File: src/rtl/core/cau_pkg.sv
package cau_pkg;

    // request codes on the input port
    localparam logic [2:0] OP_ADD  = 3'd0;
    localparam logic [2:0] OP_SUB  = 3'd1;
    localparam logic [2:0] OP_MUL  = 3'd2;
    localparam logic [2:0] OP_DIV  = 3'd3;
    localparam logic [2:0] OP_MAG2 = 3'd4;
    localparam logic [2:0] OP_MAG  = 3'd5;

    // result status codes
    localparam logic [1:0] ST_OK   = 2'd0;
    localparam logic [1:0] ST_DIVZ = 2'd1;
    localparam logic [1:0] ST_SAT  = 2'd2;

    typedef enum logic [6:0] {
        K_NOP  = 7'b0000001,
        K_ADD  = 7'b0000010,
        K_SUB  = 7'b0000100,
        K_MUL  = 7'b0001000,
        K_DIV  = 7'b0010000,
        K_MAG2 = 7'b0100000,
        K_MAG  = 7'b1000000
    } t_kind;

    typedef struct packed {
        t_kind kind;
        logic  bzero;
    } t_ctrl;

endpackage

File: src/rtl/core/cau_front.sv
module cau_front
    import cau_pkg::*;
#(
    parameter int W = 32
) (
    input  logic [2:0]          i_req_type,
    input  logic signed [W-1:0] i_a_re,
    input  logic signed [W-1:0] i_a_im,
    input  logic signed [W-1:0] i_b_re,
    input  logic signed [W-1:0] i_b_im,
    output t_ctrl               o_ctrl,
    output logic signed [W-1:0] o_b_re,
    output logic signed [W-1:0] o_b_im
);

    always_comb begin
        o_ctrl.bzero = (i_b_re == '0) && (i_b_im == '0);
        unique case (i_req_type)
            OP_ADD:  o_ctrl.kind = K_ADD;
            OP_SUB:  o_ctrl.kind = K_SUB;
            OP_MUL:  o_ctrl.kind = K_MUL;
            OP_DIV:  o_ctrl.kind = K_DIV;
            OP_MAG2: o_ctrl.kind = K_MAG2;
            OP_MAG:  o_ctrl.kind = K_MAG;
            default: o_ctrl.kind = K_NOP;
        endcase
    end

    // magnitude ops square the first operand, so the back end sees a times a
    always_comb begin
        if (o_ctrl.kind == K_MAG2 || o_ctrl.kind == K_MAG) begin
            o_b_re = i_a_re;
            o_b_im = i_a_im;
        end else begin
            o_b_re = i_b_re;
            o_b_im = i_b_im;
        end
    end

endmodule

File: config.mk
export PLATFORM = sky130hd
export DESIGN_NAME = cau_front
export DESIGN_NICKNAME = d
export VERILOG_FILES = /design/src/rtl/core/cau_pkg.sv /design/src/rtl/core/cau_front.sv
export SDC_FILE = /design/constraint.sdc
export NUM_CORES = 1
export LEC_CHECK = 0
export BUFFER_PORTS_ARGS = -buffer_cell sky130_fd_sc_hd__clkbuf_2
export CORE_AREA = 2 2 79 81
export DETAILED_ROUTE_END_ITERATION = 7
export DIE_AREA = 0 0 81 83
export PLACE_DENSITY = 0.73
export SLEW_MARGIN = 20
export SYNTH_ARGS = -nofsm -noshare
export SYNTH_HDL_FRONTEND = slang
export SYNTH_SLANG_ARGS = --single-unit
export TNS_END_PERCENT = 100
File: constraint.sdc
create_clock -name vclk -period 1.7
set_input_delay 0.34 -clock vclk [all_inputs]
set_output_delay 0.34 -clock vclk [all_outputs]
set_load 0.02 [all_outputs]
==> run metrics <==
Post-Synth Simple-Gate Area=0.159; Pwr Density=313 nW/um^2; share of post-route cells with drive strength above 1=0.939; adder-cell area share of the yosys netlist=0; VDD IR max=0.175 mV; initial antenna violation count=0; vias in the first global route=1661; crit end category=output port; Final Power=0.000767 W; sequential cell count=0; Slew headroom=0.814; Final period util=1.01; Setup WS post-layout=-0.0137 ns; drt wl/cell=13.7 um; Synth area leaders=mux2_4 (51%), mux2_2 (26%), nor4_1 (9.6%), buf_6 (5.1%), nand4_1 (2.3%); Detailed Routing Iterations Pass 1=4; Setup CP Type=in -> out; GRT Util Overall=0.134; mux cell area share after synthesis=0.778; Final Core Density=0.422; Worst-Margin Slew=0.276 ns; Synth warnings=0; cts-stage hold buffer count=0; synthesized instance count=101; Seq. cell area=0 sq um; cell taking the most area after synthesis=mux2_4; status=complete, but fails checks; Yosys top cell area share=0.514; net count after synthesis=232; Initial Util=0.191; DIE WIDTH=81 um; fill count=585; post-layout instance area=2450 sq um; fmax=584 MHz; Setup TNS Final=-0.0137 ns; # diodes=0; most frequent cells in the layout=clkbuf_2 (195), mux2_4 (38), mux2_2 (26), buf_4 (12), nor4_1 (7); dpl hpwl=4.58 mm; RSZ-0062 raised after global routing=yes; grt total ovfl=0; final number of hold-violating endpoints=0; CORE AREA=5820 sq um; Pins Over Slew Limit=0; vias per inst=4.47; Port Buf Inserts=203; Distinct cells, synth=12; XOR/XNOR share of the synthesized area=0; largest family of logic cells by synthesized area=multiplexers; first-pass GRT wire length=7.47 mm; Clock buffer cells=0; pin count of the biggest net entering global routing=33; IO Count=203; nets=445; Synth Area in Compound Gates=0; most common cell after layout, fill and taps aside=clkbuf_2; Post-Place Setup Slack=-0.185 ns; chip height=83 um; Placed Area=2280 sq um; failing checks=negative setup slack; WP data arrival=1.37 ns; max_cap viols=0; Multi-input gate area=1140 sq um; Cell Area, Synth=1110 sq um; initial DRC count=20; standby leakage power=1.44 nW; Worst Path Required=1.36 ns; std cell rows=28; Hold Path Class=in -> out; syn avg cell area=11.0 sq um; critical path peak fanout=2; Final setup viols=1; global placement routability congestion=0.778; vias=1731; Post-Route WL=5.29 mm; antenna viol nets, final=0; Startpoint Class=input port; die area=6720 sq um; area grow syn2layout=121%; Period minus WS final=1.71 ns; DRC=0; sequential fraction of the synthesis area=0
layer usage:
metal / GRT usage / vias up / wire length (um)
li1: - / 832 / -
met1: 0.148 / 786 / 1890
met4: 0.0169 / 0 / 66
met5: 0 / - / 0
met3: 0.00870 / 8 / 395
met2: 0.273 / 105 / 2940
stage by stage:
stage,hold slack (ns),std cells
6_report,0.993,387
5_1_grt,1.01,387
4_1_cts,0.996,385
3_5_place_dp,0.994,384
3_3_place_gp,0.986,384
2_1_floorplan,0.760,101
final cells by class:
type,instances,share of cell area
inverters,1,0.00153
multi-input cells,93,0.466
well taps,75,0.0382
repair buffers,218,0.494
cell usage after synthesis (all sizes together):
cell type / count
nand2b: 1
and2: 1
nor3b: 2
nor4: 17
inv: 1
mux2: 64
nand4: 4
buf: 7
nor3: 2
nor2: 2
worst paths after layout:
kind	start	end	slack, ns	cells past startpoint
worst min-delay path	i_req_type[0]	o_ctrl[6]	0.99	3
worst max-delay path	i_b_re[23]	o_ctrl[0]	-0.01	5
report_power, final:
part	internal, W	switching (W)	total, W
Combinational	0.000390	0.000377	0.000767
Sequential	0	0	0
Clock	0	0	0
worst max-delay path, stage by stage:
cell,delay [ns]
clkbuf_2,0.10
nor4_1,0.29
nand4_1,0.17
nor4_2,0.28
buf_4,0.18
timing repair:
| item | 4_1_cts | 5_1_grt |
|---|---|---|
| pin swaps | 6 | 2 |
| setup endpoints to repair | 1 | 9 |
| setup buffers | 1 | 0 |
| cloned | 0 | 2 |
| gates resized for setup | 12 | 14 |
cell families (layout without fill, tap and decap cells):
kind of cell	count (synthesis)	in the layout
multiplexers	64	64
AND/OR/NAND/NOR	29	29
buffers and inverters	8	219
Power figures use the tool's default switching activity.
