===== config.mk =====
export PLATFORM = sky130hd
export DESIGN_NAME = cau_queue
export DESIGN_NICKNAME = d
export VERILOG_FILES = /design/src/rtl/core/cau_queue.sv
export SDC_FILE = /design/constraint.sdc
export NUM_CORES = 1
export LEC_CHECK = 0
export ABC_AREA = 1
export BUFFER_PORTS_ARGS = -buffer_cell sky130_fd_sc_hd__buf_2
export CAP_MARGIN = 40
export CORE_MARGIN = 5
export CORE_UTILIZATION = 60
export DETAILED_ROUTE_END_ITERATION = 10
export GPL_TIMING_DRIVEN = 0
export PLACE_DENSITY = 0.82
export REMOVE_ABC_BUFFERS = 1
export SLEW_MARGIN = 10
export SYNTH_ARGS = -nofsm -noshare
export SYNTH_HDL_FRONTEND = slang
export SYNTH_SLANG_ARGS = --single-unit

===== constraint.sdc =====
create_clock -name i_clk -period 3.35 [get_ports i_clk]
set_input_delay 0.5025 -clock i_clk [delete_from_list [all_inputs] [get_ports i_clk]]
set_output_delay 0.5025 -clock i_clk [all_outputs]
set_load 0.01 [all_outputs]

===== src/rtl/core/cau_queue.sv =====
module cau_queue #(
    parameter int DW_Q = 8
) (
    input  logic            i_clk,
    input  logic            i_rst_n,
    input  logic            i_wr,
    input  logic [DW_Q-1:0] i_data,
    output logic            o_full,
    input  logic            i_rd,
    output logic [DW_Q-1:0] o_data,
    output logic            o_empty
);

    localparam int DEPTH = 4;
    localparam int AW    = 2;

    logic [DW_Q-1:0] r_mem [DEPTH];
    logic [AW-1:0]   r_wptr;
    logic [AW-1:0]   r_rptr;
    logic [AW:0]     r_cnt;
    logic            wr_ok;
    logic            rd_ok;

    assign o_full  = (r_cnt == (AW+1)'(DEPTH));
    assign o_empty = (r_cnt == '0);
    assign wr_ok   = i_wr && !o_full;
    assign rd_ok   = i_rd && !o_empty;
    assign o_data  = r_mem[r_rptr];

    always_ff @(posedge i_clk) begin
        if (wr_ok) begin
            r_mem[r_wptr] <= i_data;
        end
    end

    always_ff @(posedge i_clk) begin
        if (!i_rst_n) begin
            r_wptr <= '0;
            r_rptr <= '0;
            r_cnt  <= '0;
        end else begin
            if (wr_ok) begin
                r_wptr <= r_wptr + 1'b1;
            end
            if (rd_ok) begin
                r_rptr <= r_rptr + 1'b1;
            end
            if (wr_ok && !rd_ok) begin
                r_cnt <= r_cnt + 1'b1;
            end else if (rd_ok && !wr_ok) begin
                r_cnt <= r_cnt - 1'b1;
            end
        end
    end

`ifndef NO_ASSERTIONS
    a_cnt_bound: assert property (@(posedge i_clk) disable iff (!i_rst_n)
        r_cnt <= (AW+1)'(DEPTH))
        else $error("queue count beyond depth");

    a_cnt_track: assert property (@(posedge i_clk) disable iff (!i_rst_n)
        (wr_ok && !rd_ok) |=> r_cnt == $past(r_cnt) + 1'b1)
        else $error("queue count lost a write");

    a_full_empty: assert property (@(posedge i_clk) disable iff (!i_rst_n)
        !(o_full && o_empty))
        else $error("queue full and empty at once");
`endif

endmodule


==> Implementation_results.wiki <==
{| class="wikitable"
! Metric !! Value
|-
| Run status || complete, no violations
|-
| Proportion of synthesized chip area in sequential cells || 67.7%
|-
| Total power of the final layout || 1420 µW
|-
| Final setup margin || 0.992 ns
|-
| Source of the worst register-to-register timing path || r_cnt[0]$_SDFFE_PN0P_
|-
| Distinct cell type count of the synthesized netlist || 18
|-
| Worst EP arrival || 1.86 ns
|-
| Global-route met2 utilization || 33.2%
|-
| Total placed instance area || 0.00181 mm²
|-
| Maximum cell stage delay along the critical path || 0.70 ns
|-
| Routed WL || 3200 µm
|-
| Setup slack of the worst register-to-register path || 1.38 ns
|-
| Commonest non-fill, non-tap cell in the layout || edfxtp_1
|-
| CP Depth || 4
|-
| Clock Skews || 0.00388 ns
|-
| Drt first-iter violations || 42
|-
| Crit-path max FO || 17
|-
| Ant diodes || 0
|-
| Maximum Capacitance Violations || 0
|-
| H-Tree Depth || 2
|-
| Leakage power || 0.000756 µW
|-
| Hold-fix buffers at CTS || 0
|-
| Sinks on Clock Net || 41
|-
| Area added between synthesis and finish || 12.5%
|-
| Die Area || 0.00397 mm²
|-
| Total of warnings raised by yosys || 0
|-
| Path depth of the worst reg2reg path || 13
|-
| Initial antenna violation count || 0
|-
| Maximum number of pins on one net before global-route repair || 18
|-
| Fraction of met3 tracks used by global routing || 5.94%
|-
| Commonest cells after routing, fill and taps aside || edfxtp_1 (32), nor2_1 (30), buf_2 (21), inv_1 (17)
|-
| Buffers inserted by post-CTS timing repair || 0
|-
| Met1 Resource Use GR || 18.9%
|-
| Clock slew at the register clock pins of the worst setup and hold paths || 0.12 ns
|-
| Global-route wire length before repair || 5350 µm
|-
| Placement row count || 19
|-
| Worst slew margin || 48.9%
|-
| Fillers || 201
|-
| Final min period || 2.36 ns
|-
| Boundary Pins || 22
|-
| Via count of the first global-routing pass || 1142
|-
| Endpoint of the worst register-to-register path || r_cnt[2]$_SDFFE_PN0P_
|-
| Post-route DRC violation count || 0
|-
| Clk_lat worst skew || 0.35 ns
|-
| Hold Fails Final Rpt || 0
|-
| Area of the mapped netlist || 0.00169 mm²
|-
| CP Launch Type || register
|-
| Wirelength per Cell || 15.7 µm
|-
| Placeable Area || 0.00273 mm²
|-
| Type of the tightest min-delay check || primary input to register
|-
| Number of synthesized register bits || 41
|-
| Setup repair after global routing missed its margin || false
|-
| Post-route fraction of the period consumed by the critical path || 70.4%
|-
| Number of nets in the layout || 190
|-
| Setup TNS Final || 0 ns
|-
| Worst IR drop on VDD || 0.679 mV
|-
| Die Width || 63 µm
|-
| Average instance area after synthesis || 11.5 µm²
|-
| Worst path slowest cell || dfxtp_1
|-
| Element type at the critical path end || output port
|-
| Detailed-route via count || 1101
|-
| Share of layout cells above drive strength 1 || 20.2%
|-
| GRT Max-Usage Layer || met2
|-
| Worst hold path stage count || 1
|-
| Hpwl dp || 2280 µm
|-
| Cts repair resizes || 0
|-
| DP Worst Slack || 1.37 ns
|-
| Gr usage total || 18.2%
|-
| Power density over cell area || 748 mW/mm²
|-
| Kind of cell with the highest combined delay on the critical path || flip-flops
|-
| Global route total overflow || 0
|-
| Number of optimization iterations in the first detailed-route pass || 4
|-
| Fmax || 424 MHz
|-
| Clock tree from TritonCTS || yes
|-
| Initial Util || 61.6%
|-
| Worst Tran Pin Value || 0.764 ns
|-
| Endpoint of the most critical setup path || o_data[7]
|-
| Post-layout instance area || 0.00190 mm²
|-
| Required time at the worst-slack endpoint || 2.85 ns
|-
| Clock Path Buffers || 2
|-
| Global placer's final weighted congestion || 0.685
|-
| Detailed-route vias per instance || 5.40
|-
| Category of the most critical setup path || register to output port
|-
| Post-synthesis cell count || 146
|-
| Post-route antenna net violation count || 0
|-
| Setup violations, final || 0
|-
| Chip Height || 63 µm
|-
| CP bufs+invs || 2
|-
| Clock root buffer || clkbuf_4
|-
| Final-report max-slew violation count || 0
|-
| Series of cell instances along the critical path || inv_2 -> o21ai_0 -> o22ai_1 -> buf_2
|-
| Number of buffers created by CTS || 5
|-
| Count of input and output buffers || 21
|}
==> logic make-up after synthesis <==
kind of cell	after synthesis	synth area share, %
buffers and inverters	20	5.34
and+or+nand+nor	50	12.0
DFF	41	67.7
xor gates and xnor gates	1	0.520
AOI/OAI and AO/OA	28	9.58
adders and majority gates	6	4.90
==> area by class of cell <==
cell class / instances / area (µm²) / area share (%)
clock buffer: 6 / 51.3 / 2.71
clock inverter: 2 / 37.5 / 1.98
inverter: 18 / 67.6 / 3.56
multi-input combinational: 85 / 454 / 24.0
sequential: 41 / 1140 / 60.2
tap: 31 / 38.8 / 2.05
timing repair buffer: 21 / 105 / 5.54
==> metal layers <==
| layer | up-vias | share of wire [%] |
|---|---|---|
| li1 | 551 | - |
| met1 | 511 | 37 |
| met2 | 35 | 55 |
| met3 | 4 | 5.5 |
| met4 | 0 | 1.7 |
| met5 | - | 0 |
==> Yosys cell counts <==
| cell type | n | share of area, % |
|---|---|---|
| edfxtp_1 | 32 | 57 |
| nor2_1 | 30 | 6.7 |
| inv_1 | 17 | 3.8 |
| nand2_1 | 13 | 2.9 |
| o21ai_0 | 13 | 3.9 |
| dfxtp_1 | 9 | 11 |
| o22ai_1 | 8 | 3.0 |
| ha_1 | 5 | 3.7 |
| nand3_1 | 4 | 1.2 |
| a21oi_1 | 3 | 0.89 |
| o21ai_2 | 3 | 1.6 |
| buf_6 | 2 | 1.3 |
| nand2_2 | 2 | 0.74 |
| fa_1 | 1 | 1.2 |
| inv_2 | 1 | 0.22 |
| nand3b_1 | 1 | 0.45 |
| o21ai_1 | 1 | 0.30 |
| xor2_1 | 1 | 0.52 |
==> state kept, by name, summed over array words and instances (netlist names), named ones only <==
name    count
r_wptr      2
r_cnt       3
r_mem      32
r_rptr      2
==> worst min path at each step <==
stage                            from                endpoint  slack (ns)
2_1_floorplan  r_rptr[1]$_SDFFE_PN0P_                register        0.46
3_3_place_gp   r_rptr[1]$_SDFFE_PN0P_  r_rptr[1]$_SDFFE_PN0P_        0.48
3_5_place_dp   r_rptr[0]$_SDFFE_PN0P_  r_rptr[0]$_SDFFE_PN0P_        0.50
4_1_cts                     i_data[4]   r_mem[1][4]$_DFFE_PP_        0.34
5_1_grt                     i_data[4]   r_mem[0][4]$_DFFE_PP_        0.33
6_report                    i_data[4]   r_mem[1][4]$_DFFE_PP_        0.35
==> power by group <==
part	switching [µW]	internal (µW)	total [µW]	leakage, µW
clock network	159	177	336	0.0000445
registers	57.7	624	682	0.000367
logic	251	148	399	0.000344
==> through the flow <==
step	cells	hold slack, ns	util (%)
final	204	0.354	69.3
after global routing	204	0.334	69.3
after CTS	204	0.343	69.3
after detailed placement	196	0.497	66.1
after global placement	196	0.483	66.1
after floorplan	144	0.464	-
Power figures use the tool's default switching activity.
